===== src/hw/rtl/sbf_pkg.sv =====
// Sprite blitter package: sizes, beat structs, command codes, FSM states
// and controller/datapath interface structs. No dependencies.
`default_nettype none

package sbf_pkg;

   localparam int SHEET_WIDTH  = 128;
   localparam int SHEET_HEIGHT = 128;
   localparam int PALETTE_SIZE = 16;
   localparam int SCREEN_SIZE  = 256;
   localparam int MAX_SPRITE   = 8;

   localparam int SHEET_XW    = $clog2(SHEET_WIDTH);
   localparam int SHEET_YW    = $clog2(SHEET_HEIGHT);
   localparam int ADDR_W      = SHEET_XW + SHEET_YW;
   localparam int SHEET_DEPTH = SHEET_WIDTH * SHEET_HEIGHT;
   localparam int PAL_IDX_W   = $clog2(PALETTE_SIZE);
   localparam int SPR_W       = (MAX_SPRITE > 1) ? $clog2(MAX_SPRITE) : 1;

   typedef enum logic [1:0] {
      CMD_PAL_WR   = 2'd0,
      CMD_PIX_LOAD = 2'd1,
      CMD_BLIT     = 2'd2,
      CMD_NOP      = 2'd3
   } cmd_type;

   typedef struct packed {
      logic [1:0] cmd;
      logic [3:0] palette_slot;
      logic [7:0] red;
      logic [7:0] green;
      logic [7:0] blue;
      logic [6:0] sheet_x;
      logic [6:0] sheet_y;
      logic [7:0] screen_x;
      logic [7:0] screen_y;
      logic [3:0] width;
      logic [3:0] height;
      logic [1:0] flip_mode;
   } req_type;

   typedef struct packed {
      logic [7:0] out_x;
      logic [7:0] out_y;
      logic [3:0] color_index;
      logic       last;
   } rsp_type;

   typedef enum logic [1:0] {
      ST_CLEAR = 2'd0,
      ST_IDLE  = 2'd1,
      ST_BLIT  = 2'd2
   } state_type;

   typedef struct packed {
      logic clr_step;
      logic pal_wr;
      logic pix_wr;
      logic blit_load;
      logic pix_issue;
   } ctl_cmd_type;

   typedef struct packed {
      logic clr_done;
      logic issue_ok;
      logic issue_last;
   } dp_stat_type;

endpackage

`default_nettype wire


===== src/hw/rtl/sbf_ctrl.sv =====
// Sprite blitter controller: clear / idle / blit state machine.
// Depends on sbf_pkg; drives commands into sbf_datapath.
`default_nettype none

module sbf_ctrl (
   input  logic                 clock,
   input  logic                 reset,
   input  logic                 req_valid,
   input  sbf_pkg::req_type     req_data,
   input  sbf_pkg::dp_stat_type stat,
   output logic                 req_stall,
   output sbf_pkg::ctl_cmd_type cmd
);
   import sbf_pkg::*;

   state_type state_ff;
   state_type state_in;
   logic      accept;
   logic      blit_go;

   always_comb begin
      accept  = req_valid && (state_ff == ST_IDLE);
      blit_go = accept && (req_data.cmd == CMD_BLIT) &&
                (req_data.width != 4'd0) && (req_data.height != 4'd0);
   end

   always_comb begin
      state_in = state_ff;
      case (state_ff)
         ST_CLEAR: begin
            if (stat.clr_done) state_in = ST_IDLE;
         end
         ST_IDLE: begin
            if (blit_go) state_in = ST_BLIT;
         end
         ST_BLIT: begin
            if (stat.issue_ok && stat.issue_last) state_in = ST_IDLE;
         end
         default: state_in = ST_CLEAR;
      endcase
   end

   always_comb begin
      req_stall = 1'b1;
      cmd       = '0;
      case (state_ff)
         ST_CLEAR: begin
            cmd.clr_step = 1'b1;
         end
         ST_IDLE: begin
            req_stall     = 1'b0;
            cmd.pal_wr    = accept && (req_data.cmd == CMD_PAL_WR);
            cmd.pix_wr    = accept && (req_data.cmd == CMD_PIX_LOAD);
            cmd.blit_load = blit_go;
         end
         ST_BLIT: begin
            cmd.pix_issue = stat.issue_ok;
         end
         default: begin
            req_stall = 1'b1;
         end
      endcase
   end

   always_ff @(posedge clock) begin
      if (reset) begin
         state_ff <= ST_CLEAR;
      end else begin
         state_ff <= state_in;
      end
   end

endmodule

`default_nettype wire


===== config.mk =====
export PLATFORM = sky130hd
export DESIGN_NAME = sbf_ctrl
export DESIGN_NICKNAME = d
export VERILOG_FILES = /design/src/hw/rtl/sbf_pkg.sv /design/src/hw/rtl/sbf_ctrl.sv
export SDC_FILE = /design/constraint.sdc
export NUM_CORES = 1
export LEC_CHECK = 0
export BUFFER_PORTS_ARGS = -buffer_cell sky130_fd_sc_hd__buf_4
export CORE_AREA = 2 2 39 41
export DETAILED_ROUTE_END_ITERATION = 10
export DIE_AREA = 0 0 41 43
export GPL_TIMING_DRIVEN = 0
export PLACE_DENSITY = 0.91
export SLEW_MARGIN = 10
export SYNTH_ARGS = -nofsm -noshare
export SYNTH_HDL_FRONTEND = slang
export SYNTH_SLANG_ARGS = --single-unit

===== constraint.sdc =====
create_clock -name clock -period 3.54 [get_ports clock]
set_input_delay 0.708 -clock clock [delete_from_list [all_inputs] [get_ports clock]]
set_output_delay 0.708 -clock clock [all_outputs]
set_load 0.02 [all_outputs]

=== Word-level counts from Yosys, hierarchy flattened ===
Index checks and enable logic that the tools add are counted.

* Equality and inequality tests: 7
* Mux-type cells: 8
* Reduce and logical (&&, ||, !) cells: 12

{| class="wikitable"
|+ Operators with widths
! cell !! count
|-
| $reduce_bool 4->1 || 2
|-
| $logic_and 1x1->1 || 7
|-
| $mux 2 || 3
|-
| $ne 2x2->1 const B || 3
|-
| $pmux 2 s3 || 1
|-
| $eq 2x1->1 const B || 2
|-
| $eq 2x2->1 const B || 2
|-
| $logic_not 2->1 || 2
|-
| $mux 1 || 3
|-
| $mux 3 || 1
|-
| $reduce_and 3->1 || 1
|}

* Register bits after elaboration: 2
* Input bits: 76
* Word-level logic and storage cells: 28

=== Longest topological paths before layout ===
Gate-level depths: netlist of the first run.

* Depth after elaboration: 7
* Gate-level depth with buffers: 3
* Mapped depth without buffers: 3

=== Worst setup path before layout of the first run ===
Ideal clock, no wire load.

* Path kind: input -> output
* Start point: input port req_data[7] (netlist bit)
* End point: output port cmd[1] (netlist bit)
* Arrival: 1.451 ns
* Data required time: 2.832 ns
* Slack: 1.381 ns
* Stages on the path: 3
* Path buffers: 0
* Cells stage by stage: or4_1 nand4_1 inv_1

{| class="wikitable"
|+ RTL lines
! what !! line !! RTL
|-
| start, declared || sbf_ctrl.sv:9 || <nowiki>input sbf_pkg::req_type req_data,</nowiki>
|-
| end, declared || sbf_ctrl.sv:12 || <nowiki>output sbf_pkg::ctl_cmd_type cmd</nowiki>
|}

==> results of run 1 <==
==> area by class of cell <==
class / count / area (sq um) / share of cell area [%]
tap: 16 / 20.0 / 5.26
sequential: 2 / 40.0 / 10.5
timing repair buffer: 21 / 158 / 41.4
multi-input combinational: 19 / 136 / 35.9
clock buffer: 3 / 22.5 / 5.92
inverter: 1 / 3.75 / 0.987
==> power by group through the flow <==
stage | Clock, mW | Sequential (mW) | Combinational (mW)
3_5_place_dp | 0 | 0.0274 | 0.0358
2_1_floorplan | 0 | 0.0266 | 0.0146
3_3_place_gp | 0 | 0.0272 | 0.0348
6_report | 0.0514 | 0.0273 | 0.0357
4_1_cts | 0.0548 | 0.0271 | 0.0360
5_1_grt | 0.0555 | 0.0276 | 0.0388
==> worst paths after layout <==
| path | start | endpoint |
|---|---|---|
| worst max-delay path | req_data[7] | cmd[1] |
| worst min-delay path | state_ff[1]$_SDFFE_PP0P_ | state_ff[1]$_SDFFE_PP0P_ |
| worst max register to register | state_ff[0]$_SDFFE_PP0P_ | state_ff[1]$_SDFFE_PP0P_ |
| worst min register to register | state_ff[1]$_SDFFE_PP0P_ | state_ff[1]$_SDFFE_PP0P_ |
==> cell families after synthesis <==
logic type	Yosys count
flip-flops	2
AND/OR/NAND/NOR	16
buffers and inverters	1
AO/OA/AOI/OAI	3
==> worst reg2reg max path: cells and delay by family, from the launching register on <==
family             cells  cell delay (ns)
DFF                    1             0.43
and+or+nand+nor        2             0.33
AOI/OAI and AO/OA      1             0.15
==> metal layers <==
metal	up-vias	share of wire (%)
li1	135	-
met1	121	41
met2	23	46
met3	0	13
met4	0	0
met5	-	0
==> layout by cell type, fill, tap and decap left out, drive strengths merged, types with 2 or more instances in the layout <==
cell type / n
nand2b: 2
and3b: 2
nand3b: 2
buf: 21
dfxtp: 2
clkbuf: 3
or4: 2
==> metrics by stage <==
stage | utilization, % | hold WS, ns | setup WS, ns
floorplan | - | 0.506 | 1.38
global placement | 25.9 | 0.543 | 1.15
detailed placement | 25.9 | 0.557 | 1.15
CTS | 27.5 | 0.578 | 1.14
global route | 27.5 | 0.622 | 1.09
finish | 27.5 | 0.581 | 1.13
==> flow_metrics.tcl, run 1 <==
set metrics [dict create \
    timing.hold.worst.class "register to register" \
    detailed_place_hpwl_microns 502 \
    synthesis.instances 22 \
    reg_top3 "state_ff: 2 flops" \
    synthesis.area_per_instance_sq_um 8.19 \
    placementRows 14 \
    outcome "finished clean" \
    overflow 0 \
    cap_violations 0 \
    ctsLongestPathBuffers 2 \
    transition_at_the_pin_with_the_smallest_max_transition_slack_ns 0.221 \
    first_global_vias 281 \
    cts.repair.resized 0 \
    globalRouteTotalUtil_pct 9.02 \
    die-width_microns 41 \
    post_synth_fa_ha_maj_area_fraction_pct 0 \
    final.min_clock_period_ns 2.41 \
    design_power_total_uw 114 \
    drt_wl_total_microns 639 \
    power.switching_uw 31.4 \
    synth.ff_latch_count 2 \
    grt_max_degree 9 \
    post_synth_main_area_contributors "dfxtp_1, and3b_1, nand3b_1" \
    num_antenna_cells 0 \
    layout-area-overhead-vs-synth_pct 111 \
    regToRegSetupSlack_ns 2.56 \
    buffer_ports.inserted 21 \
    final-max-slew-violation-count 0 \
    synth-xor-area-share_pct 0 \
    clock_insertion_delay_worst_skew_ns 0.23 \
    ir_worst_vdd_mv 0.108 \
    finClkSkew_ns 0.00354 \
    most_instantiated_cells_after_synthesis "and3b_1, dfxtp_1, nand2b_1, nand3b_1" \
    number_of_buffers_and_inverters_on_the_critical_path 3 \
    std_cell_core_area_sq_um 1380 \
    synthesis.yosys.warnings 0 \
    timing.critical_path.slowest_cell_delay_ns 0.53 \
    grtUsageMet2_pct 13.1 \
    synth.area.mux_share_pct 0 \
    postSynthNetCount 98 \
    grt_use_met3_pct 0.524 \
    cp_data_required_time_ns 2.83 \
    syn_area_sq_um 180 \
    placedInstanceArea_sq_um 358 \
    grt_busiest_layer "met2" \
    stdcell_count 62 \
    grtUsageMet1_pct 9.27 \
    ant_nets 0 \
    finalNetCount 124 \
    hold_violations 0 \
    synth-compound-area-share_pct 14.6 \
    switching_share_pct 27.5 \
    hold_path_depth 2 \
    timing.critical_path.cells "buf_4 > or4_1 > nand4_1 > inv_1 > buf_4" \
    postCtsSetupBuffers 0 \
    postLayoutCellArea_sq_um 380 \
    layout-drive-gt1-share_pct 56.5 \
    power-per-cell-area_nw_per_um2 301 \
    floorplan.die_area_sq_um 1760 \
    drt_first_pass_iters 3 \
    timing.critical_path.mode_cell "buf_4" \
    worst_path_dominant_cell_family "simple AND/OR/NAND/NOR gates" \
    int_pwr_uw 82.9 \
    slew-limit-headroom_pct 85.2 \
    top_level_ports 82 \
    yosys.area_share.simple_pct 61.1 \
    routedWlPerCell_microns 10.3 \
    max_fanout_on_critical_path 2 \
    clock_buffers_created_by_tritoncts 3 \
    p_leak_nw 0.187 \
    type_of_destination_of_the_critical_path "output port" \
    registers.top_by_ff_count "state_ff" \
    vias 279 \
    power.share.clock_pct 44.9 \
    max_freq_ghz 0.416 \
    grt_first_pass_wirelength_mm 1.01 \
    final.period_utilization_pct 67.9 \
    synthFlopType "dfxtp_1" \
    drt-vias-per-instance 4.50 \
    netlist.top_cell.by_area "dfxtp_1" \
    ys_seq_area_share_pct 22.2 \
    critPathArrivalTime_ns 1.70 \
    cts_hold_buffers 0 \
    timing.reg2reg.worst_path_depth 3 \
    final.setup.tns_ns 0 \
    antenna_found_initial 0 \
    worstSetupStartpointType "primary input" \
    synth_top_family_by_area "simple AND/OR/NAND/NOR gates" \
    proportion_of_register_bits_with_asynchronous_set_or_reset_after_synthesis_pct 0 \
    drcViolationCount 0 \
    finalSetupViolations 0 \
    number_of_synthesized_flops_with_an_enable_pin 0 \
    dp.cells 59 \
    fillers 152 \
    seq_power_share_pct 23.9 \
    comb_power_share_pct 31.2 \
    synth.distinct_cells 18 \
    tritoncts "built" \
    cp_slowest_cell "or4_1" \
    largest_reg_flops 2 \
    cts-htree-levels 1 \
    cell_at_the_root_of_the_clock_tree "clkbuf_4" \
    place_congestion 0.657 \
    worst_setup_hold_path_clk_slew_ns 0.03 \
    initial_core_util_pct 13.0 \
    critical_path_class "primary input to output port" \
    unrepaired_setup_endpoints_after_global_routing "no" \
    critical_path_depth 5 \
    die_h_microns 43 \
    cts_sink_count 2 \
    violation_count_after_the_first_detailed_routing_iteration 3 \
    synth_top_area_share_pct 22.2 \
]
Power figures use the tool's default switching activity.
==> run 2: changes to the inputs <==
--- a/config.mk
+++ b/config.mk
@@ -6,11 +6,11 @@
 export NUM_CORES = 1
 export LEC_CHECK = 0
 export BUFFER_PORTS_ARGS = -buffer_cell sky130_fd_sc_hd__buf_4
-export CORE_AREA = 2 2 39 41
+export CORE_MARGIN = 1.5
+export CORE_UTILIZATION = 12
 export DETAILED_ROUTE_END_ITERATION = 10
-export DIE_AREA = 0 0 41 43
 export GPL_TIMING_DRIVEN = 0
-export PLACE_DENSITY = 0.91
+export PLACE_DENSITY = 0.86
 export SLEW_MARGIN = 10
 export SYNTH_ARGS = -nofsm -noshare
 export SYNTH_HDL_FRONTEND = slang
==> constraint.sdc (replaced) <==
create_clock -name clock -period 2.1 [get_ports clock]
set_input_delay 0.42 -clock clock [delete_from_list [all_inputs] [get_ports clock]]
set_output_delay 0.42 -clock clock [all_outputs]
set_load 0.02 [all_outputs]
==> flow_metrics.tcl, run 2 (synthesized netlist as in run 1, its figures left out) <==
set metrics [dict create \
    cp_data_required_time_ns 1.68 \
    max_freq_ghz 0.552 \
    type_of_destination_of_the_critical_path "output port" \
    reg_top3 "state_ff: 2 flops" \
    layout-area-overhead-vs-synth_pct 110 \
    reg2reg_from "state_ff[1]$_SDFFE_PP0P_" \
    cts.repair.resized 0 \
    cts_hold_buffers 0 \
    top_level_ports 82 \
    worstSetupStartpointType "primary input" \
    postCtsSetupBuffers 0 \
    routedWlPerCell_microns 10.0 \
    finClkSkew_ns 0.00285 \
    globalRouteTotalUtil_pct 6.77 \
    std_cell_core_area_sq_um 1350 \
    final.min_clock_period_ns 1.81 \
    transition_at_the_pin_with_the_smallest_max_transition_slack_ns 0.218 \
    outcome "finished clean" \
    min_from "reset" \
    slew-limit-headroom_pct 85.4 \
    unrepaired_setup_endpoints_after_global_routing "no" \
    registers.top_by_ff_count "state_ff" \
    timing.reg2reg.worst_path_depth 3 \
    most-common-layout-cells "buf_4, clkbuf_4" \
    timing.critical_path.mode_cell "buf_4" \
    worst_setup_hold_path_clk_slew_ns 0.03 \
    final-max-slew-violation-count 0 \
    int_pwr_uw 140 \
    cts-htree-levels 1 \
    post-route-worst-setup-slack_ns 0.287 \
    layout-drive-gt1-share_pct 56.5 \
    drt_first_pass_iters 3 \
    switching_share_pct 27.0 \
    finalSetupViolations 0 \
    first_global_vias 230 \
    hold_path_depth 2 \
    grt_first_pass_wirelength_microns 869 \
    finalNetCount 124 \
    die-width_microns 41.8 \
    antenna_found_initial 0 \
    num_antenna_cells 0 \
    initial_core_util_pct 13.3 \
    floorplan.die_area_sq_um 1740 \
    place_congestion 0.695 \
    design_power_total_uw 191 \
    fillers 157 \
    ir_worst_vdd_mv 0.140 \
    drt_wl_total_microns 610 \
    regToRegSetupSlack_ns 1.13 \
    timing.hold.worst.class "primary input to register" \
    critPathArrivalTime_ns 1.39 \
    p_leak_nw 0.187 \
    max_fanout_on_critical_path 2 \
    clock_insertion_delay_worst_skew_ns 0.22 \
    comb_power_share_pct 31.3 \
    mostFrequentLayoutCell "buf_4" \
    hold_violations 0 \
    power.switching_uw 51.6 \
    tritoncts "built" \
    final.setup.tns_ns 0 \
    rr_endpoint "state_ff[0]$_SDFFE_PP0P_" \
    ctsLongestPathBuffers 2 \
    drt-vias-per-instance 4.39 \
    largest_reg_flops 2 \
    power.share.clock_pct 44.6 \
    seq_power_share_pct 24.1 \
    ant_nets 0 \
    dp_worst_setup_slack_ns 0.285 \
    critical_path_class "primary input to output port" \
    worst_path_dominant_cell_family "simple AND/OR/NAND/NOR gates" \
    drcViolationCount 0 \
    vias 268 \
    die_h_microns 41.8 \
    worstHoldEndpoint "state_ff[1]$_SDFFE_PP0P_" \
    overflow 0 \
    cap_violations 0 \
    timing.critical_path.cells "buf_4 > or4_1 > nand4_1 > inv_1 > buf_4" \
    timing.critical_path.slowest_cell_delay_ns 0.53 \
    placementRows 13 \
    number_of_buffers_and_inverters_on_the_critical_path 3 \
    violation_count_after_the_first_detailed_routing_iteration 3 \
    power-per-cell-area_nw_per_um2 505 \
    final.period_utilization_pct 86.3 \
    clock_buffers_created_by_tritoncts 3 \
    grt_max_degree 9 \
    cp_slowest_cell "or4_1" \
    cell_at_the_root_of_the_clock_tree "clkbuf_4" \
    cts_sink_count 2 \
    buffer_ports.inserted 21 \
]
==> run 2: cell counts in the layout (fill, tap and decap cells not counted) <==
No cell type changed its count.
==> run 2: worst reg2reg max path, delay by kind of cell, from the launching register on <==
family	cells	cell delay, ns
compound gates	2	0.37
simple gates	1	0.17
flops	1	0.35
==> run 2: worst max path at each step <==
stage                           start  endpoint  slack, ns  cells past startpoint
after global placement    req_data[7]    cmd[1]       0.28                      5
after CTS                 req_data[7]    cmd[1]       0.28                      5
after global routing      req_data[7]    cmd[1]       0.25                      5
after floorplan           req_data[7]    cmd[1]       0.52                      3
after detailed placement  req_data[7]    cmd[1]       0.28                      5
final                     req_data[7]    cmd[1]       0.29                      5
==> run 2: power groups by stage <==
stage / Combinational, mW / Clock, mW / Sequential [mW]
floorplan: 0.0245 / 0 / 0.0448
global placement: 0.0586 / 0 / 0.0460
detailed placement: 0.0604 / 0 / 0.0461
CTS: 0.0605 / 0.0899 / 0.0456
global route: 0.0652 / 0.0895 / 0.0464
finish: 0.0599 / 0.0854 / 0.0460
==> run 2: final cells by class <==
type                       instances  area (sq um)  area share, %
clock buffer                       3          22.5           5.94
inverter                           1          3.75          0.990
multi-input combinational         19           136           36.0
sequential                         2          40.0           10.6
tap                               15          18.8           4.95
timing repair buffer              21           158           41.6
==> run 2: per-stage QoR <==
stage / cell area (sq um) / utilization, % / hold slack, ns / std cells
after detailed placement: 357 / 26.4 / 0.546 / 58
final: 379 / 28.1 / 0.382 / 61
after CTS: 379 / 28.1 / 0.374 / 61
after global routing: 379 / 28.1 / 0.385 / 61
after floorplan: 180 / - / 0.489 / 22
after global placement: 357 / 26.4 / 0.543 / 58
==> run 2: per-layer routing <==
| layer | global-route usage (%) | vias up | part of all wire [%] |
|---|---|---|---|
| met5 | 0 | - | 0 |
| met4 | 7.74 | 0 | 0 |
| met3 | 1.74 | 0 | 13 |
| met2 | 9.38 | 20 | 44 |
| met1 | 7.75 | 114 | 42 |
| li1 | - | 134 | - |
